`src/rtl/idsa_pkg.sv`:
```
package idsa_pkg;

  typedef enum logic [1:0] {
    REQ_ALLOC = 2'd0,
    REQ_FREE  = 2'd1,
    REQ_QUERY = 2'd2,
    REQ_INIT  = 2'd3
  } idsa_req_e;

  typedef enum logic [1:0] {
    ST_IDLE,
    ST_SCAN,
    ST_APPLY,
    ST_DONE
  } idsa_state_e;

  localparam logic STATUS_OK      = 1'b0;
  localparam logic STATUS_NO_ROOM = 1'b1;

  // Slots 0 and 1 hold the two dot entries.
  localparam int unsigned DOT_SLOTS = 2;

  // Bitmap bits handled per cycle.
  localparam int unsigned WORD_BITS = 8;

  localparam int unsigned CMD_FIFO_DEPTH = 2;

  typedef struct packed {
    idsa_req_e   req_type;
    logic [7:0]  name_length;
    logic [7:0]  slot_position;
  } req_t;

  typedef struct packed {
    logic        status;
    logic [7:0]  granted_slot;
    logic        dir_empty;
  } rsp_t;

  typedef struct packed {
    idsa_req_e   req;
    logic [7:0]  need;
    logic [7:0]  posn;
  } cmd_t;

endpackage

```
`src/rtl/idsa_stream_if.sv`:
```
interface idsa_stream_if #(
  parameter type payload_t = logic
) ();
  logic     valid;
  logic     ready;
  payload_t payload;

  modport source (output valid, output payload, input ready);
  modport sink   (input valid, input payload, output ready);
endinterface

```
`src/rtl/idsa_front.sv`:
```
module idsa_front #(
  parameter int unsigned SLOT_BYTES = 8
) (
  idsa_stream_if.sink       req_i,
  output logic              cmd_valid_o,
  output idsa_pkg::cmd_t    cmd_o,
  input  logic              cmd_ready_i
);
  import idsa_pkg::*;

  // Slot count is ceil(len / SLOT_BYTES): multiply by a rounded-up reciprocal.
  localparam int unsigned RECIP_SHIFT = 16;
  localparam int unsigned RECIP = ((2 ** RECIP_SHIFT) + SLOT_BYTES - 1) / SLOT_BYTES;
  localparam int unsigned NUM_W = 9;
  localparam int unsigned RECIP_W = RECIP_SHIFT + 1;
  localparam int unsigned PROD_W = NUM_W + RECIP_W;

  logic [NUM_W-1:0]  numer;
  logic [PROD_W-1:0] prod;

  assign numer = NUM_W'(req_i.payload.name_length) + NUM_W'(SLOT_BYTES - 1);
  assign prod  = PROD_W'(numer) * PROD_W'(RECIP);

  assign cmd_valid_o = req_i.valid;
  assign req_i.ready = cmd_ready_i;

  always_comb begin
    cmd_o.req  = req_i.payload.req_type;
    cmd_o.need = prod[RECIP_SHIFT +: 8];
    cmd_o.posn = req_i.payload.slot_position;
  end

endmodule

```
`src/rtl/idsa_cmd_fifo.sv`:
```
module idsa_cmd_fifo (
  input  logic             clk_i,
  input  logic             rst_ni,
  input  logic             wr_valid_i,
  output logic             wr_ready_o,
  input  idsa_pkg::cmd_t   wr_data_i,
  output logic             rd_valid_o,
  input  logic             rd_ready_i,
  output idsa_pkg::cmd_t   rd_data_o
);
  import idsa_pkg::*;

  localparam int unsigned PW = $clog2(CMD_FIFO_DEPTH);
  localparam int unsigned CW = $clog2(CMD_FIFO_DEPTH + 1);

  cmd_t          mem_q [CMD_FIFO_DEPTH];
  logic [PW-1:0] wr_ptr_q, wr_ptr_d;
  logic [PW-1:0] rd_ptr_q, rd_ptr_d;
  logic [CW-1:0] count_q, count_d;
  logic          push, pop;

  assign wr_ready_o = (count_q != CW'(CMD_FIFO_DEPTH));
  assign rd_valid_o = (count_q != '0);
  assign rd_data_o  = mem_q[rd_ptr_q];
  assign push       = wr_valid_i && wr_ready_o;
  assign pop        = rd_valid_o && rd_ready_i;

  always_comb begin
    wr_ptr_d = push ? PW'(wr_ptr_q + 1'b1) : wr_ptr_q;
    rd_ptr_d = pop ? PW'(rd_ptr_q + 1'b1) : rd_ptr_q;
    count_d  = count_q;
    if (push && !pop) begin
      count_d = CW'(count_q + 1'b1);
    end else if (pop && !push) begin
      count_d = CW'(count_q - 1'b1);
    end
  end

  always_ff @(posedge clk_i or negedge rst_ni) begin
    if (!rst_ni) begin
      wr_ptr_q <= '0;
      rd_ptr_q <= '0;
      count_q  <= '0;
    end else begin
      wr_ptr_q <= wr_ptr_d;
      rd_ptr_q <= rd_ptr_d;
      count_q  <= count_d;
    end
  end

  always_ff @(posedge clk_i) begin
    if (push) begin
      mem_q[wr_ptr_q] <= wr_data_i;
    end
  end

endmodule

```
`src/rtl/idsa_back.sv`:
```
module idsa_back #(
  parameter int unsigned NUM_SLOTS = 182
) (
  input  logic             clk_i,
  input  logic             rst_ni,
  input  logic             cmd_valid_i,
  output logic             cmd_ready_o,
  input  idsa_pkg::cmd_t   cmd_i,
  idsa_stream_if.source    rsp_o
);
  import idsa_pkg::*;

  localparam int unsigned NW  = (NUM_SLOTS + WORD_BITS - 1) / WORD_BITS;
  localparam int unsigned WIW = (NW > 1) ? $clog2(NW) : 1;
  localparam int unsigned SW  = $clog2(NUM_SLOTS);
  localparam int unsigned LOW = (SW > 8) ? SW : 8;
  localparam int unsigned HW  = LOW + 1;

  idsa_state_e           state_q, state_d;
  logic [NW*WORD_BITS-1:0] bitmap_q;
  logic [WIW-1:0]        w_q, w_d;
  logic [7:0]            run_q, run_d;
  logic [SW-1:0]         start_q, start_d;
  logic [7:0]            need_eff_q, need_eff_d;
  logic                  set_q, set_d;
  logic [LOW-1:0]        lo_q, lo_d;
  logic [7:0]            cnt_q, cnt_d;
  logic                  any_q, any_d;
  logic                  status_q, status_d;
  logic [7:0]            granted_q, granted_d;
  logic                  rsp_valid_q, rsp_valid_d;
  rsp_t                  rsp_q, rsp_d;

  logic [WORD_BITS-1:0]  cur_word;
  logic                  last_word;
  logic                  out_free;
  logic                  rsp_load;

  logic [7:0]            scan_run;
  logic [SW-1:0]         scan_start;
  logic                  scan_found;
  logic [WORD_BITS-1:0]  apply_word;
  logic                  apply_any;

  assign cur_word  = bitmap_q[w_q*WORD_BITS +: WORD_BITS];
  assign last_word = (w_q == WIW'(NW - 1));
  assign out_free  = !rsp_valid_q || rsp_o.ready;

  // First-fit walk over one word, carrying the current free run across words.
  always_comb begin
    logic [HW-1:0] base;
    logic [HW-1:0] slot;
    logic          is_free;
    base       = HW'(w_q) * HW'(WORD_BITS);
    scan_run   = run_q;
    scan_start = start_q;
    scan_found = 1'b0;
    for (int j = 0; j < WORD_BITS; j++) begin
      slot    = base + HW'(j);
      is_free = !cur_word[j] && (slot < HW'(NUM_SLOTS));
      if (!scan_found) begin
        if (!is_free) begin
          scan_run = '0;
        end else begin
          if (scan_run == '0) begin
            scan_start = SW'(slot);
          end
          scan_run = 8'(scan_run + 1'b1);
          if (scan_run >= need_eff_q) begin
            scan_found = 1'b1;
          end
        end
      end
    end
  end

  // Set or clear the slots of [lo, lo + cnt) in this word; note any use from slot 2 up.
  always_comb begin
    logic [HW-1:0] base;
    logic [HW-1:0] hi;
    logic [HW-1:0] slot;
    logic          in_tbl;
    base      = HW'(w_q) * HW'(WORD_BITS);
    hi        = HW'(lo_q) + HW'(cnt_q);
    apply_any = 1'b0;
    for (int j = 0; j < WORD_BITS; j++) begin
      slot   = base + HW'(j);
      in_tbl = (slot < HW'(NUM_SLOTS));
      if (in_tbl && (slot >= HW'(lo_q)) && (slot < hi)) begin
        apply_word[j] = set_q;
      end else begin
        apply_word[j] = cur_word[j];
      end
      if (apply_word[j] && in_tbl && (slot >= HW'(DOT_SLOTS))) begin
        apply_any = 1'b1;
      end
    end
  end

  always_comb begin
    state_d = state_q;
    unique case (state_q)
      ST_IDLE: begin
        if (cmd_valid_i) begin
          state_d = (cmd_i.req == REQ_ALLOC) ? ST_SCAN : ST_APPLY;
        end
      end
      ST_SCAN: begin
        if (scan_found || last_word) begin
          state_d = ST_APPLY;
        end
      end
      ST_APPLY: begin
        if (last_word) begin
          state_d = ST_DONE;
        end
      end
      ST_DONE: begin
        if (out_free) begin
          state_d = ST_IDLE;
        end
      end
      default: state_d = ST_IDLE;
    endcase
  end

  always_comb begin
    cmd_ready_o = 1'b0;
    rsp_load    = 1'b0;
    w_d         = w_q;
    run_d       = run_q;
    start_d     = start_q;
    need_eff_d  = need_eff_q;
    set_d       = set_q;
    lo_d        = lo_q;
    cnt_d       = cnt_q;
    any_d       = any_q;
    status_d    = status_q;
    granted_d   = granted_q;
    unique case (state_q)
      ST_IDLE: begin
        cmd_ready_o = 1'b1;
        if (cmd_valid_i) begin
          w_d        = '0;
          run_d      = '0;
          any_d      = 1'b0;
          status_d   = STATUS_OK;
          granted_d  = '0;
          // A zero-length entry still needs one free slot to be found.
          need_eff_d = (cmd_i.need == '0) ? 8'd1 : cmd_i.need;
          unique case (cmd_i.req)
            REQ_ALLOC: begin
              set_d = 1'b1;
              lo_d  = '0;
              cnt_d = cmd_i.need;
            end
            REQ_FREE: begin
              set_d = 1'b0;
              lo_d  = LOW'(cmd_i.posn);
              cnt_d = cmd_i.need;
            end
            REQ_INIT: begin
              set_d = 1'b1;
              lo_d  = '0;
              cnt_d = 8'(DOT_SLOTS);
            end
            default: begin
              set_d = 1'b0;
              lo_d  = '0;
              cnt_d = '0;
            end
          endcase
        end
      end
      ST_SCAN: begin
        run_d   = scan_run;
        start_d = scan_start;
        if (scan_found) begin
          lo_d      = LOW'(scan_start);
          granted_d = 8'(scan_start);
          w_d       = '0;
        end else if (last_word) begin
          // No room: leave the bitmap alone, still walk it for the empty flag.
          status_d = STATUS_NO_ROOM;
          cnt_d    = '0;
          w_d      = '0;
        end else begin
          w_d = WIW'(w_q + 1'b1);
        end
      end
      ST_APPLY: begin
        any_d = any_q || apply_any;
        if (!last_word) begin
          w_d = WIW'(w_q + 1'b1);
        end
      end
      ST_DONE: begin
        rsp_load = out_free;
      end
      default: begin
        cmd_ready_o = 1'b0;
      end
    endcase
  end

  always_comb begin
    rsp_d       = rsp_q;
    rsp_valid_d = rsp_valid_q;
    if (rsp_load) begin
      rsp_valid_d        = 1'b1;
      rsp_d.status       = status_q;
      rsp_d.granted_slot = granted_q;
      rsp_d.dir_empty    = !any_q;
    end else if (rsp_o.ready) begin
      rsp_valid_d = 1'b0;
    end
  end

  assign rsp_o.valid   = rsp_valid_q;
  assign rsp_o.payload = rsp_q;

  always_ff @(posedge clk_i or negedge rst_ni) begin
    if (!rst_ni) begin
      state_q     <= ST_IDLE;
      rsp_valid_q <= 1'b0;
      bitmap_q    <= '0;
    end else begin
      state_q     <= state_d;
      rsp_valid_q <= rsp_valid_d;
      if (state_q == ST_APPLY) begin
        bitmap_q[w_q*WORD_BITS +: WORD_BITS] <= apply_word;
      end
    end
  end

  always_ff @(posedge clk_i) begin
    w_q        <= w_d;
    run_q      <= run_d;
    start_q    <= start_d;
    need_eff_q <= need_eff_d;
    set_q      <= set_d;
    lo_q       <= lo_d;
    cnt_q      <= cnt_d;
    any_q      <= any_d;
    status_q   <= status_d;
    granted_q  <= granted_d;
    rsp_q      <= rsp_d;
  end

endmodule

```
`src/rtl/inline_dentry_slot_allocator.sv`:
```
// Directory entry slot allocator: one result per request, in request order. Requests
// enter a two-entry command queue, so up to two can wait behind the one being served
// while a result waits for its transfer. The bitmap is walked one 8-slot word per
// cycle over W = ceil(NUM_SLOTS / 8) words (23 for 182 slots): an allocate first scans
// up to the word in which the first fitting run completes (all W on no room), then
// every request walks all W words to apply its change and set the empty flag. The
// bitmap is cleared by reset itself, so requests are taken from the first cycle
// after reset.
module inline_dentry_slot_allocator #(
  parameter int unsigned NUM_SLOTS  = 182,
  parameter int unsigned SLOT_BYTES = 8
) (
  input  logic          clk_i,
  input  logic          rst_ni,
  idsa_stream_if.sink   req_i,
  idsa_stream_if.source rsp_o
);
  import idsa_pkg::*;

  logic cmd_in_valid, cmd_in_ready;
  cmd_t cmd_in;
  logic cmd_out_valid, cmd_out_ready;
  cmd_t cmd_out;

  idsa_front #(
    .SLOT_BYTES (SLOT_BYTES)
  ) u_front (
    .req_i       (req_i),
    .cmd_valid_o (cmd_in_valid),
    .cmd_o       (cmd_in),
    .cmd_ready_i (cmd_in_ready)
  );

  idsa_cmd_fifo u_cmd_fifo (
    .clk_i      (clk_i),
    .rst_ni     (rst_ni),
    .wr_valid_i (cmd_in_valid),
    .wr_ready_o (cmd_in_ready),
    .wr_data_i  (cmd_in),
    .rd_valid_o (cmd_out_valid),
    .rd_ready_i (cmd_out_ready),
    .rd_data_o  (cmd_out)
  );

  idsa_back #(
    .NUM_SLOTS (NUM_SLOTS)
  ) u_back (
    .clk_i       (clk_i),
    .rst_ni      (rst_ni),
    .cmd_valid_i (cmd_out_valid),
    .cmd_ready_o (cmd_out_ready),
    .cmd_i       (cmd_out),
    .rsp_o       (rsp_o)
  );

endmodule

```
`src/flat_wrapper.sv`:
```
// flat-port wrapper written by rule: the top's interface ports become plain ports
module inline_dentry_slot_allocator_flat import idsa_pkg::*;
#(
  parameter int unsigned NUM_SLOTS  = 182,
  parameter int unsigned SLOT_BYTES = 8
)
  (clk_i, rst_ni, req_i_valid, req_i_payload, req_i_ready, rsp_o_valid, rsp_o_payload, rsp_o_ready);
  idsa_stream_if #(.payload_t(req_t)) req_i_i ();
  idsa_stream_if #(.payload_t(rsp_t)) rsp_o_i ();
  input  logic clk_i;
  input  logic rst_ni;
  input wire logic [$bits(req_i_i.valid)-1:0] req_i_valid;
  input wire logic [$bits(req_i_i.payload)-1:0] req_i_payload;
  output wire logic [$bits(req_i_i.ready)-1:0] req_i_ready;
  output wire logic [$bits(rsp_o_i.valid)-1:0] rsp_o_valid;
  output wire logic [$bits(rsp_o_i.payload)-1:0] rsp_o_payload;
  input wire logic [$bits(rsp_o_i.ready)-1:0] rsp_o_ready;
  assign req_i_i.valid = req_i_valid;
  assign req_i_i.payload = req_i_payload;
  assign req_i_ready = req_i_i.ready;
  assign rsp_o_valid = rsp_o_i.valid;
  assign rsp_o_payload = rsp_o_i.payload;
  assign rsp_o_i.ready = rsp_o_ready;
  inline_dentry_slot_allocator #(.NUM_SLOTS(NUM_SLOTS), .SLOT_BYTES(SLOT_BYTES)) u_core (.clk_i(clk_i), .rst_ni(rst_ni), .req_i(req_i_i), .rsp_o(rsp_o_i));
endmodule
```
`config.mk`:
```
export PLATFORM = sky130hd
export DESIGN_NAME = inline_dentry_slot_allocator_flat
export DESIGN_NICKNAME = d
export VERILOG_FILES = /design/src/rtl/idsa_pkg.sv /design/src/rtl/idsa_stream_if.sv /design/src/rtl/idsa_front.sv /design/src/rtl/idsa_cmd_fifo.sv /design/src/rtl/idsa_back.sv /design/src/rtl/inline_dentry_slot_allocator.sv /design/src/flat_wrapper.sv
export SDC_FILE = /design/constraint.sdc
export NUM_CORES = 1
export LEC_CHECK = 0
export BUFFER_PORTS_ARGS = -buffer_cell sky130_fd_sc_hd__buf_2
export CORE_MARGIN = 1.5
export CORE_UTILIZATION = 40
export DETAILED_ROUTE_END_ITERATION = 7
export HOLD_SLACK_MARGIN = 0.08
export SKIP_LAST_GASP = 1
export SLEW_MARGIN = 20
export SYNTH_ARGS = -nofsm -noshare
export SYNTH_HDL_FRONTEND = slang
export SYNTH_SLANG_ARGS = --single-unit
```
`constraint.sdc`:
```
create_clock -name clk_i -period 12.9 [get_ports clk_i]
set_input_delay 1.29 -clock clk_i [delete_from_list [all_inputs] [get_ports clk_i]]
set_output_delay 1.29 -clock clk_i [all_outputs]
set_load 0.05 [all_outputs]
```
==> impl_summary.log, run 1 <==
INFO  metric status = finished clean
INFO  metric setup_violations = 0
INFO  metric worst_skew_late_latency = 0.56 ns
INFO  metric cts.reportedPaths.clkPinSlew = 0.07 ns
INFO  metric fin_util = 0.461
INFO  metric holdPathEnd = u_core.u_back.rsp_o.payload[6]
INFO  metric r2r.worst_path.cells = a little under 60
INFO  metric htreeDepth = 1
INFO  metric placedInstanceArea = roughly 19000 um2
INFO  metric die-area = approximately 46000 um2
INFO  metric class_of_the_most_critical_hold_timing_path = register to register
INFO  metric prevailing_post_synth_register_cell = sky130_fd_sc_hd__dfrtp_1
INFO  metric numCtsBuffers = 28
INFO  metric cp_max_fo = 18
INFO  metric syn-instance-count = 1864
INFO  metric critical_path_class = register to register
INFO  metric async_reset_ff_frac = 0.670
INFO  metric headroom_to_the_max_slew_limit = 0.344
INFO  metric io-pin-count = 34
INFO  metric startpoint_type = register
INFO  metric reg2reg_setup_slack = around 0.52 ns
INFO  metric per_cell_via_count_in_the_routed_design = approximately 5.8
INFO  metric worst_pin_slew = slightly below 1 ns
INFO  metric tritoncts = yes
INFO  metric filler_cell_count = ~4200
INFO  metric postRouteWirelength = between 50000 and 60000 um
INFO  metric core.rowCount = 77
INFO  metric syn_area_per_cell = 9.62 um2
INFO  metric layout.nets = between 2000 and 2500
INFO  metric number_of_global_route_vias_before_repair = between 10000 and 15000
INFO  metric total_number_of_yosys_warnings = 0
INFO  metric post-route-period-util = 0.959
INFO  metric antenna_cells = 0
INFO  metric grt-ovfl-total = 0
INFO  metric clock_tree.buffer_depth = 3
INFO  metric timing_hold_violations_final = 0
INFO  metric achievable-frequency = 80.8 MHz
INFO  metric synth_fp_nets = about 2000
INFO  metric detailedRoute.firstIterationViolations = roughly 1300
INFO  metric postSynthRegisterBits = around 290
INFO  metric period_minus_slack = roughly 12 ns
INFO  metric crit_slowest_cell = sky130_fd_sc_hd__or4b_4
INFO  metric critical_path.reg2reg.startpoint = u_core.u_back.w_q[1]
INFO  metric synth_edf_count = 94
INFO  metric finalClockSkew = between 0.015 and 0.02 ns
INFO  metric drive_above_1_share = 0.156
INFO  metric antenna_found_initial = 0
INFO  metric data_arrival_time_of_the_critical_path = between 10 and 15 ns
INFO  metric timing.critical_path.slowest_cell_delay = roughly 0.57 ns
INFO  metric final_antenna_net_count = 0
INFO  metric synth_sequential_area_ratio = 0.424
INFO  metric critical_path_required = roughly 13 ns
INFO  metric post-route-drc-count = 0
INFO  metric synth_top_area_cell = sky130_fd_sc_hd__dfrtp_1
INFO  metric grt_first_pass_wirelength = roughly 86000 um
INFO  metric num_vias = ~15000
INFO  metric post_synth_main_area_contributors = sky130_fd_sc_hd__dfrtp_1, sky130_fd_sc_hd__edfxtp_1, sky130_fd_sc_hd__ha_1, sky130_fd_sc_hd__nand2_1, sky130_fd_sc_hd__o21ai_0
INFO  metric synth_cell_types = 101
INFO  metric gpl.final_weighted_congestion = between 0.9 and 1
INFO  metric routedWlPerCell = 21.6 um
INFO  metric timing.final.max_slew_violations = 0
INFO  metric holdBufCountCts = 0
INFO  metric place.detailed.hpwl = 40300 um
INFO  metric number_of_clock_sinks_seen_by_cts = roughly 290
INFO  metric portBuffers = 33
INFO  metric clockRootBuffer = sky130_fd_sc_hd__clkbuf_16
INFO  metric initial_utilization = 0.405
INFO  metric multi_input_area = ~9800 um2
INFO  metric detail_route.first_pass.iterations = 8
INFO  metric core = 44200 um2
INFO  metric timing.hold.worst_path_depth = 0
INFO  metric die_width = 215 um
INFO  metric finalHoldWorstSlack = around 0.42 ns
INFO  metric crit_top_cell = sky130_fd_sc_hd__ha_1
INFO  metric crit_family = compound AO/OA/AOI/OAI gates
INFO  metric start_point_of_the_worst_min_delay_path = u_core.u_back.granted_q[5]
INFO  metric critical_path_buf_inv_count = 8
INFO  metric grt_start_max_net_pins = 112
INFO  metric synth.cell_area = between 15000 and 20000 um2
INFO  metric die_h = roughly 210 um
INFO  metric critical_path.endpoint_type = register
INFO  metric drv.max_cap_violation_count = 0
INFO  metric critical_path.reg2reg.endpoint = u_core.u_back.cnt_q[4]
INFO  metric post_route_design_area = between 20000 and 25000 um2
INFO  metric layout.area.seq = about 7600 um2
INFO  metric layout_overhead_on_the_synthesized_area = 13.6%
INFO  metric synth_top_area_share = 0.267
INFO  metric grtUsageTotal = 0.238
-- worst reg2reg max path, delay by kind of cell (launching register included) --
kind / cells / cell delay, ns
and+or+nand+nor: 18 / 3.18
DFF: 1 / 0.39
buffers and inverters: 8 / 1.19
muxes: 3 / 1.02
AOI/OAI and AO/OA: 21 / 4.07
xor gates and xnor gates: 1 / 0.15
adders and majority gates: 8 / 2.07
-- state kept, by name, summed over array words and instances (netlist names) --
register	count
u_core.u_back.granted_q	8
u_core.u_back.need_eff_q	6
u_core.u_back.rsp_o.valid	1
u_core.u_back.set_q	1
u_core.u_cmd_fifo.rd_ptr_q	1
u_core.u_back.state_q	2
u_core.u_back.status_q	1
u_core.u_back.start_q	8
u_core.u_cmd_fifo.mem_q	32
u_core.u_back.cnt_q	6
u_core.u_back.rsp_o.payload	10
u_core.u_back.any_q	1
u_core.u_back.run_q	8
u_core.u_cmd_fifo.wr_ptr_q	1
u_core.u_cmd_fifo.count_q	2
u_core.u_back.lo_q	8
u_core.u_back.w_q	5
u_core.u_back.bitmap_q	184
-- how the worst max path moves through the flow --
stage | startpoint | endpoint | depth (start not counted)
after global placement | u_core.u_back.w_q[1] | u_core.u_back.cnt_q[5] | 58
final | u_core.u_back.w_q[1] | u_core.u_back.cnt_q[4] | 59
after floorplan | u_core.u_back.w_q[1] | u_core.u_back.cnt_q[0] | 62
after global routing | u_core.u_back.w_q[1] | u_core.u_back.cnt_q[4] | 60
after detailed placement | u_core.u_back.w_q[1] | u_core.u_back.cnt_q[3] | 58
after CTS | u_core.u_back.w_q[1] | u_core.u_back.cnt_q[4] | 58
-- final cells by class --
type | instances | share of cell area
inverter | 84 | 0.0155
tap | 592 | 0.0364
multi-input combinational | 1410 | 0.479
sequential | 285 | 0.373
clock buffer | 37 | 0.0376
timing repair buffer | 138 | 0.0478
clock inverter | 15 | 0.0103
-- cells in the final DEF, fill, tap and decap left out, types with 12 or more instances in the layout --
cell / instances
sky130_fd_sc_hd__o31ai_1: 46
sky130_fd_sc_hd__and3_1: 23
sky130_fd_sc_hd__nand3_1: 48
sky130_fd_sc_hd__nor2_1: 98
sky130_fd_sc_hd__a31oi_1: 14
sky130_fd_sc_hd__or3_1: 14
sky130_fd_sc_hd__o211ai_1: 18
sky130_fd_sc_hd__o21a_1: 14
sky130_fd_sc_hd__nand2_1: 290
sky130_fd_sc_hd__nor2b_1: 22
sky130_fd_sc_hd__a21oi_1: 50
sky130_fd_sc_hd__edfxtp_1: 94
sky130_fd_sc_hd__nand2b_1: 32
sky130_fd_sc_hd__mux4_2: 33
sky130_fd_sc_hd__and2_1: 20
sky130_fd_sc_hd__inv_1: 80
sky130_fd_sc_hd__xor2_1: 12
sky130_fd_sc_hd__a21o_1: 21
sky130_fd_sc_hd__o21ai_0: 186
sky130_fd_sc_hd__clkbuf_16: 29
sky130_fd_sc_hd__nand4_1: 15
sky130_fd_sc_hd__dfrtp_1: 191
sky130_fd_sc_hd__nor3_1: 40
sky130_fd_sc_hd__buf_2: 32
sky130_fd_sc_hd__mux2i_1: 53
sky130_fd_sc_hd__mux2_2: 22
sky130_fd_sc_hd__ha_1: 94
sky130_fd_sc_hd__xnor2_1: 35
sky130_fd_sc_hd__buf_4: 103
-- Yosys cell counts, types with 12 or more instances --
cell type                  count
sky130_fd_sc_hd__a21o_1       21
sky130_fd_sc_hd__a21oi_1      52
sky130_fd_sc_hd__a31oi_1      15
sky130_fd_sc_hd__and2_1       20
sky130_fd_sc_hd__and3_1       23
sky130_fd_sc_hd__clkbuf_1     58
sky130_fd_sc_hd__dfrtp_1     191
sky130_fd_sc_hd__edfxtp_1     94
sky130_fd_sc_hd__ha_1         95
sky130_fd_sc_hd__inv_1        80
sky130_fd_sc_hd__mux2_2       22
sky130_fd_sc_hd__mux2i_1      55
sky130_fd_sc_hd__mux4_2       33
sky130_fd_sc_hd__nand2_1     291
sky130_fd_sc_hd__nand2b_1     32
sky130_fd_sc_hd__nand3_1      48
sky130_fd_sc_hd__nand4_1      15
sky130_fd_sc_hd__nor2_1      100
sky130_fd_sc_hd__nor2b_1      22
sky130_fd_sc_hd__nor3_1       41
sky130_fd_sc_hd__nor4_1       12
sky130_fd_sc_hd__o211ai_1     18
sky130_fd_sc_hd__o21a_1       14
sky130_fd_sc_hd__o21ai_0     187
sky130_fd_sc_hd__o31ai_1      47
sky130_fd_sc_hd__or3_1        14
sky130_fd_sc_hd__xnor2_1      37
sky130_fd_sc_hd__xor2_1       12
-- metal layers --
| metal | GRT usage | wire, um | vias to the layer above |
|---|---|---|---|
| met5 | 0 | 0 | - |
| met4 | 0.0831 | 1880 | 0 |
| met3 | 0.0253 | 2880 | 120 |
| met2 | 0.393 | 26100 | 505 |
| met1 | 0.324 | 24400 | 7315 |
| li1 | - | - | 7009 |
-- stage by stage --
stage	instances	TNS, ns	setup WS (ns)
floorplan	1864	0	0.0350
global placement	2498	0	0.496
detailed placement	2498	0	0.335
CTS	2550	0	0.283
global route	2561	-0.968	-0.0694
finish	2561	0	0.524
-- kinds of logic after synthesis --
logic type,after synthesis,synth area share
multiplexers,114,0.0889
adder cells (fa/ha/maj),96,0.0674
AND/OR/NAND/NOR,667,0.178
flip-flops,285,0.424
AO/OA/AOI/OAI,484,0.179
XOR/XNOR,49,0.0239
buffers and inverters,169,0.0380
-- timing repair --
item                       in CTS  in global routing
setup endpoints to repair       0                 30
resized for setup               0                 16
setup buffers                   0                 11
Power of run 1 is left out: the tool's default activity adds up to more than one toggle a clock period on the data nets, which glitch-free logic cannot reach.
==> run 2, diff against run 1 <==
--- a/config.mk
+++ b/config.mk
@@ -6,7 +6,7 @@
 export NUM_CORES = 1
 export LEC_CHECK = 0
 export BUFFER_PORTS_ARGS = -buffer_cell sky130_fd_sc_hd__buf_2
-export CORE_MARGIN = 1.5
+export CORE_MARGIN = 1
 export CORE_UTILIZATION = 40
 export DETAILED_ROUTE_END_ITERATION = 7
 export HOLD_SLACK_MARGIN = 0.08
==> run 2 against run 1 <==
Count of clock-buffer cells in the layout shrank 1. Register-to-register slack better by 0.09 ns. Sequential cell count unchanged. Wire length fell by 0.60%. Worst setup slack improved by 0.086 ns. Maximum frequency up 0.70%. Global-route usage rose by 0.46 points. Core utilization shrank 0.23 points. Sequential share of layout area is 0.19 points higher. Final cell count is 0.39% lower. Die area shrank 0.93%.
==> impl_summary.log, run 2 (synthesized netlist as in run 1, its figures left out) <==
INFO  metric finalClockSkew = 0.0306 ns (was 0.0175 ns)
INFO  metric critical_path.reg2reg.endpoint = u_core.u_back.cnt_q[3] (was u_core.u_back.cnt_q[4])
INFO  metric reg2reg_setup_slack = 0.61 ns (was 0.52 ns)
INFO  metric start_point_of_the_worst_min_delay_path = u_core.u_back.granted_q[0] (was u_core.u_back.granted_q[5])
INFO  metric final_antenna_net_count = 0 (unchanged)
INFO  metric largest_register_ff_count = 184 (unchanged)
INFO  metric critical_path_class = register to register (unchanged)
INFO  metric worst_pin_slew = 1.10 ns (was 0.984 ns)
INFO  metric num_vias = 15100 (was 14900)
INFO  metric critical_path.endpoint_type = register (unchanged)
INFO  metric post-route-drc-count = 0 (unchanged)
INFO  metric grt-ovfl-total = 0 (unchanged)
INFO  metric placedInstanceArea = 19200 um2 (about the same)
INFO  metric layout.area.seq = 7600 um2 (unchanged)
INFO  metric numCtsBuffers = 28 (unchanged)
INFO  metric worst_skew_late_latency = 0.58 ns (was 0.56 ns)
INFO  metric number_of_clock_sinks_seen_by_cts = 285 (unchanged)
INFO  metric per_cell_via_count_in_the_routed_design = 5.90 (was 5.84)
INFO  metric antenna_found_initial = 0 (unchanged)
INFO  metric class_of_the_most_critical_hold_timing_path = register to register (unchanged)
INFO  metric crit_top_cell = sky130_fd_sc_hd__ha_1 (unchanged)
INFO  metric antenna_cells = 0 (unchanged)
INFO  metric r2r.worst_path.cells = 60 (was 59)
INFO  metric detail_route.first_pass.iterations = 5 (was 8)
INFO  metric post_route_design_area = 20300 um2 (was 20400 um2)
INFO  metric clockRootBuffer = sky130_fd_sc_hd__clkbuf_16 (unchanged)
INFO  metric mostFrequentLayoutCell = sky130_fd_sc_hd__nand2_1 (unchanged)
INFO  metric place.detailed.hpwl = 39500 um (was 40300 um)
INFO  metric timing.critical_path.slowest_cell_delay = 0.59 ns (was 0.57 ns)
INFO  metric initial_utilization = 0.405 (unchanged)
INFO  metric data_arrival_time_of_the_critical_path = 12.56 ns (was 12.64 ns)
INFO  metric drv.max_cap_violation_count = 0 (unchanged)
INFO  metric cts.reportedPaths.clkPinSlew = 0.07 ns (about the same)
INFO  metric critical_path.reg2reg.startpoint = u_core.u_back.w_q[0] (was u_core.u_back.w_q[1])
INFO  metric routedWlPerCell = 21.5 um (was 21.6 um)
INFO  metric timing.final.max_slew_violations = 0 (unchanged)
INFO  metric number_of_global_route_vias_before_repair = 14300 (was 14700)
INFO  metric critical_path_required = 13.17 ns (was 13.16 ns)
INFO  metric layout_overhead_on_the_synthesized_area = 13.1% (was 13.6%)
INFO  metric status = finished clean (unchanged)
INFO  metric achievable-frequency = 81.4 MHz (was 80.8 MHz)
INFO  metric highest_count_cells_in_the_layout_ignoring_fill_and_taps = sky130_fd_sc_hd__nand2_1, sky130_fd_sc_hd__dfrtp_1, sky130_fd_sc_hd__o21ai_0, sky130_fd_sc_hd__nor2_1 (was sky130_fd_sc_hd__nand2_1, sky130_fd_sc_hd__dfrtp_1, sky130_fd_sc_hd__o21ai_0, sky130_fd_sc_hd__buf_4, sky130_fd_sc_hd__nor2_1)
INFO  metric htreeDepth = 1 (unchanged)
INFO  metric holdBufCountCts = 0 (unchanged)
INFO  metric die_width = 214 um (was 215 um)
INFO  metric grt_start_max_net_pins = 114 (was 112)
INFO  metric setup_violations = 0 (unchanged)
INFO  metric drive_above_1_share = 0.157 (was 0.156)
INFO  metric headroom_to_the_max_slew_limit = 0.258 (was 0.344)
INFO  metric detailedRoute.firstIterationViolations = 1183 (was 1315)
INFO  metric tritoncts = yes (unchanged)
INFO  metric grtUsageTotal = 0.242 (was 0.238)
INFO  metric portBuffers = 33 (unchanged)
INFO  metric layout.nets = 2056 (was 2065)
INFO  metric timing_hold_violations_final = 0 (unchanged)
INFO  metric period_minus_slack = 12.29 ns (was 12.38 ns)
INFO  metric gpl.final_weighted_congestion = 0.960 (was 0.939)
INFO  metric multi_input_area = 9750 um2 (was 9760 um2)
INFO  metric io-pin-count = 34 (unchanged)
INFO  metric cp_max_fo = 9 (was 18)
INFO  metric clock_tree.buffer_depth = 3 (unchanged)
INFO  metric filler_cell_count = 4218 (was 4209)
INFO  metric postRouteWirelength = 54900 um (was 55200 um)
INFO  metric die-area = 45700 um2 (was 46100 um2)
INFO  metric core.rowCount = 77 (unchanged)
INFO  metric crit_slowest_cell = sky130_fd_sc_hd__or4b_4 (unchanged)
INFO  metric die_h = 214 um (was 215 um)
INFO  metric regMostFlops = u_core.u_back.bitmap_q (unchanged)
INFO  metric startpoint_type = register (unchanged)
INFO  metric grt_first_pass_wirelength = 84600 um (was 86000 um)
INFO  metric holdPathEnd = u_core.u_back.rsp_o.payload[1] (was u_core.u_back.rsp_o.payload[6])
INFO  metric post-route-period-util = 0.953 (was 0.959)
INFO  metric core = 44200 um2 (unchanged)
INFO  metric timing.hold.worst_path_depth = 0 (unchanged)
run 2: changes by cell type in the layout (fill, tap and decap cells not counted), moves of 2 or more:
cell / previous run / this run
sky130_fd_sc_hd__nor2_1: 98 / 95
sky130_fd_sc_hd__o21ai_1: 9 / 11
sky130_fd_sc_hd__inv_6: 0 / 2
sky130_fd_sc_hd__buf_4: 103 / 92
sky130_fd_sc_hd__bufinv_16: 5 / 2
sky130_fd_sc_hd__o21ai_0: 186 / 184
sky130_fd_sc_hd__clkbuf_1: 7 / 1
sky130_fd_sc_hd__clkbuf_8: 2 / 7
sky130_fd_sc_hd__nor2_2: 3 / 6
sky130_fd_sc_hd__clkinvlp_2: 0 / 2
sky130_fd_sc_hd__buf_6: 1 / 4
run 2: metrics by stage:
step | utilization | hold slack, ns | worst slack (ns) | TNS (ns) | std cells
after floorplan | - | 0.400 | 0.0350 | 0 | 1864
after global placement | 0.433 | 0.406 | 0.406 | 0 | 2489
after detailed placement | 0.433 | 0.408 | 0.245 | 0 | 2489
after CTS | 0.455 | 0.420 | 0.196 | 0 | 2540
after global routing | 0.458 | 0.436 | -0.0608 | -0.451 | 2551
final | 0.458 | 0.421 | 0.611 | 0 | 2551
run 2: cell type report:
cell class                 count  area share
sequential                   285       0.375
timing repair buffer         129      0.0449
clock buffer                  36      0.0401
tap                          592      0.0365
inverter                      84      0.0156
multi-input combinational   1410       0.481
clock inverter                15     0.00698
run 2: worst max path at each step:
stage                               from                      to  slack, ns  cells after the start
floorplan           u_core.u_back.w_q[1]  u_core.u_back.cnt_q[0]       0.04                     62
global placement    u_core.u_back.w_q[0]  u_core.u_back.cnt_q[4]       0.41                     58
detailed placement  u_core.u_back.w_q[1]  u_core.u_back.cnt_q[3]       0.24                     59
CTS                 u_core.u_back.w_q[1]  u_core.u_back.cnt_q[3]       0.20                     59
global route        u_core.u_back.w_q[0]  u_core.u_back.cnt_q[3]      -0.06                     60
finish              u_core.u_back.w_q[0]  u_core.u_back.cnt_q[3]       0.61                     60
run 2: repair_timing:
action	in CTS	in global routing
gates resized for setup	0	21
endpoints found under the setup margin	0	30
buffers inserted	0	11
run 2: layer usage:
metal,global-route usage,vias to the layer above,share of wire
met4,0.0872,0,0.033
met5,0,-,0
met1,0.332,7404,0.44
met3,0.0305,132,0.062
met2,0.393,532,0.47
li1,-,6982,-
run 2: worst max-delay path, delay by kind of cell (launching register included):
kind	cells	cell delay, ns
XOR/XNOR	1	0.14
adder cells (fa/ha/maj)	8	2.00
multiplexers	3	0.97
AND/OR/NAND/NOR	20	3.43
buffers and inverters	6	0.75
flip-flops	1	0.44
AO/OA/AOI/OAI	22	4.26
Power of run 2 is left out for the same reason.
==> run 3, diff against run 2 <==
==> constraint.sdc (replaced) <==
create_clock -name clk_i -period 15.3 [get_ports clk_i]
set_input_delay 1.53 -clock clk_i [delete_from_list [all_inputs] [get_ports clk_i]]
set_output_delay 1.53 -clock clk_i [all_outputs]
set_load 0.05 [all_outputs]
==> run 3 against run 2 <==
Sequential share of layout area up 1.3 points. Final cell count shrank 2.7%. Register-to-register slack improved by 0.46 ns. Worst hold slack lost 0.0018 ns. Worst setup slack better by 0.46 ns. Non-clock buffer count shrank 70. Final area down 3.3%. Core utilization down 1.5 points. Die area unchanged. Count of clock-buffer cells in the layout grew 2. Critical path depth is 4 lower. Global-route usage shrank 0.36 points. Critical path type unchanged.
==> impl_summary.log, run 3 (synthesized netlist as in run 1, its figures left out) <==
INFO  metric final_antenna_net_count = 0 (unchanged)
INFO  metric timing.hold.worst_path_depth = 0 (unchanged)
INFO  metric regMostFlops = u_core.u_back.bitmap_q (unchanged)
INFO  metric io-pin-count = 34 (unchanged)
INFO  metric rsz_0062_raised_after_global_routing = false
INFO  metric clock_tree.buffer_depth = 3 (unchanged)
INFO  metric core.rowCount = 77 (unchanged)
INFO  metric clockRootBuffer = sky130_fd_sc_hd__clkbuf_16 (unchanged)
INFO  metric per_cell_via_count_in_the_routed_design = 5.89 (was 5.90)
INFO  metric start_point_of_the_worst_min_delay_path = u_core.u_back.granted_q[3] (was u_core.u_back.granted_q[0])
INFO  metric post-route-drc-count = 0 (unchanged)
INFO  metric period_minus_slack = 14.23 ns (was 12.29 ns)
INFO  metric critical_path_required = 15.53 ns (was 13.17 ns)
INFO  metric number_of_global_route_vias_before_repair = 14000 (was 14300)
INFO  metric htreeDepth = 1 (unchanged)
INFO  metric class_of_the_most_critical_hold_timing_path = register to register (unchanged)
INFO  metric fin_util = 0.443 (was 0.458)
INFO  metric r2r.worst_path.cells = 56 (was 60)
INFO  metric achievable-frequency = 70.3 MHz (was 81.4 MHz)
INFO  metric die_width = 214 um (unchanged)
INFO  metric drive_above_1_share = 0.112 (was 0.157)
INFO  metric die-area = 45700 um2 (unchanged)
INFO  metric finalClockSkew = 0.0140 ns (was 0.0306 ns)
INFO  metric critical_path.endpoint_type = register (unchanged)
INFO  metric layout.nets = 1987 (was 2056)
INFO  metric worst_slack = 1.07 ns (was 0.611 ns)
INFO  metric core = 44200 um2 (unchanged)
INFO  metric filler_cell_count = 4273 (was 4218)
INFO  metric cts.reportedPaths.clkPinSlew = 0.06 ns (was 0.07 ns)
INFO  metric num_vias = 14600 (was 15100)
INFO  metric mostFrequentLayoutCell = sky130_fd_sc_hd__nand2_1 (unchanged)
INFO  metric die_h = 214 um (unchanged)
INFO  metric place.detailed.hpwl = 39300 um (was 39500 um)
INFO  metric cp_max_fo = 14 (was 9)
INFO  metric gr-max-usage-layer = met2 (unchanged)
INFO  metric detailedRoute.firstIterationViolations = 1393 (was 1183)
INFO  metric crit_top_cell = sky130_fd_sc_hd__ha_1 (unchanged)
INFO  metric timing_hold_violations_final = 0 (unchanged)
INFO  metric antenna_cells = 0 (unchanged)
INFO  metric critical_path_buf_inv_count = 5 (was 6)
INFO  metric initial_utilization = 0.405 (unchanged)
INFO  metric reg2reg_setup_slack = 1.07 ns (was 0.61 ns)
INFO  metric layout_overhead_on_the_synthesized_area = 9.32% (was 13.1%)
INFO  metric layout.area.seq = 7600 um2 (unchanged)
INFO  metric crit_slowest_cell = sky130_fd_sc_hd__edfxtp_1 (was sky130_fd_sc_hd__or4b_4)
INFO  metric met2_track_demand_over_resource = 0.393 (about the same)
INFO  metric timing.setup.tns = 0 ns (unchanged)
INFO  metric grt_first_pass_wirelength = 83300 um (was 84600 um)
INFO  metric antenna_found_initial = 0 (unchanged)
INFO  metric worst_skew_late_latency = 0.57 ns (was 0.58 ns)
INFO  metric tritoncts = yes (unchanged)
INFO  metric routing_usage_on_met1 = 0.330 (was 0.332)
INFO  metric postRouteWirelength = 54200 um (was 54900 um)
INFO  metric post-route-period-util = 0.930 (was 0.953)
INFO  metric highest_count_cells_in_the_layout_ignoring_fill_and_taps = sky130_fd_sc_hd__nand2_1, sky130_fd_sc_hd__dfrtp_1, sky130_fd_sc_hd__o21ai_0, sky130_fd_sc_hd__nor2_1, sky130_fd_sc_hd__ha_1 (was sky130_fd_sc_hd__nand2_1, sky130_fd_sc_hd__dfrtp_1, sky130_fd_sc_hd__o21ai_0, sky130_fd_sc_hd__nor2_1)
INFO  metric crit_family = compound AO/OA/AOI/OAI gates (unchanged)
INFO  metric routedWlPerCell = 21.8 um (was 21.5 um)
INFO  metric portBuffers = 33 (unchanged)
INFO  metric numCtsBuffers = 29 (was 28)
INFO  metric status = finished clean (unchanged)
INFO  metric critical_path.reg2reg.startpoint = u_core.u_back.w_q[1] (was u_core.u_back.w_q[0])
INFO  metric startpoint_type = register (unchanged)
INFO  metric place_ws = 0.962 ns (was 0.245 ns)
INFO  metric number_of_clock_sinks_seen_by_cts = 285 (unchanged)
INFO  metric multi_input_area = 9650 um2 (was 9750 um2)
INFO  metric setup_violations = 0 (unchanged)
INFO  metric worst_pin_slew = 1.04 ns (was 1.10 ns)
INFO  metric timing.critical_path.slowest_cell_delay = 0.67 ns (was 0.59 ns)
INFO  metric critical_path.reg2reg.endpoint = u_core.u_back.cnt_q[1] (was u_core.u_back.cnt_q[3])
INFO  metric globalRouteMet3Util = 0.0287 (was 0.0305)
INFO  metric holdPathEnd = u_core.u_back.rsp_o.payload[4] (was u_core.u_back.rsp_o.payload[1])
INFO  metric gpl.final_weighted_congestion = 0.937 (was 0.960)
INFO  metric detail_route.first_pass.iterations = 6 (was 5)
INFO  metric largest_register_ff_count = 184 (unchanged)
INFO  metric holdBufCountCts = 0 (unchanged)
INFO  metric drv.max_cap_violation_count = 0 (unchanged)
INFO  metric headroom_to_the_max_slew_limit = 0.296 (was 0.258)
INFO  metric data_arrival_time_of_the_critical_path = 14.46 ns (was 12.56 ns)
INFO  metric timing.final.max_slew_violations = 0 (unchanged)
INFO  metric grt-ovfl-total = 0 (unchanged)
INFO  metric grt_start_max_net_pins = 110 (was 114)
INFO  metric critical_path_class = register to register (unchanged)
INFO  metric grtUsageTotal = 0.239 (was 0.242)
run 3: cell types whose count changed in the layout (fill, tap and decap cells not counted), moves of 4 or more:
| cell | delta |
|---|---|
| sky130_fd_sc_hd__buf_4 | -67 |
| sky130_fd_sc_hd__clkbuf_8 | -6 |
| sky130_fd_sc_hd__nor2_1 | +4 |
| sky130_fd_sc_hd__nor2_2 | -4 |
| sky130_fd_sc_hd__clkbuf_1 | +8 |
run 3: final cells by class:
| cell class | count | area share |
|---|---|---|
| Multi-Input combinational cell | 1410 | 0.492 |
| Sequential cell | 285 | 0.388 |
| Clock buffer | 38 | 0.0388 |
| Tap cell | 592 | 0.0378 |
| Timing Repair Buffer | 59 | 0.0190 |
| Inverter | 84 | 0.0161 |
| Clock inverter | 15 | 0.00824 |
run 3: per-layer routing:
layer | vias up | routed length (um)
met1 | 7166 | 23700
met3 | 98 | 3250
li1 | 6839 | -
met5 | - | 0
met4 | 0 | 1470
met2 | 523 | 25700
run 3: what timing repair did:
item | in CTS | in global routing
resized for setup | 0 | 1
setup buffers | 0 | 2
setup endpoints to repair | 0 | 8
run 3: worst max path at each step:
stage / startpoint / end / slack [ns] / depth (start not counted)
3_3_place_gp: u_core.u_back.w_q[0] / u_core.u_back.status_q / 1.34 / 54
6_report: u_core.u_back.w_q[1] / u_core.u_back.cnt_q[1] / 1.07 / 56
3_5_place_dp: u_core.u_back.w_q[0] / u_core.u_back.cnt_q[4] / 0.96 / 55
2_1_floorplan: u_core.u_back.w_q[1] / u_core.u_back.cnt_q[0] / 1.99 / 61
4_1_cts: u_core.u_back.w_q[0] / u_core.u_back.cnt_q[1] / 0.91 / 56
5_1_grt: u_core.u_back.w_q[1] / u_core.u_back.cnt_q[1] / 0.02 / 57
run 3: metrics by stage:
stage / cell area [um2] / cells / hold WS, ns
finish: 19600 / 2483 / 0.419
global route: 19600 / 2483 / 0.427
CTS: 19600 / 2481 / 0.420
detailed placement: 18700 / 2428 / 0.405
global placement: 18700 / 2428 / 0.407
floorplan: 17900 / 1864 / 0.400
Power of run 3 is left out for the same reason.
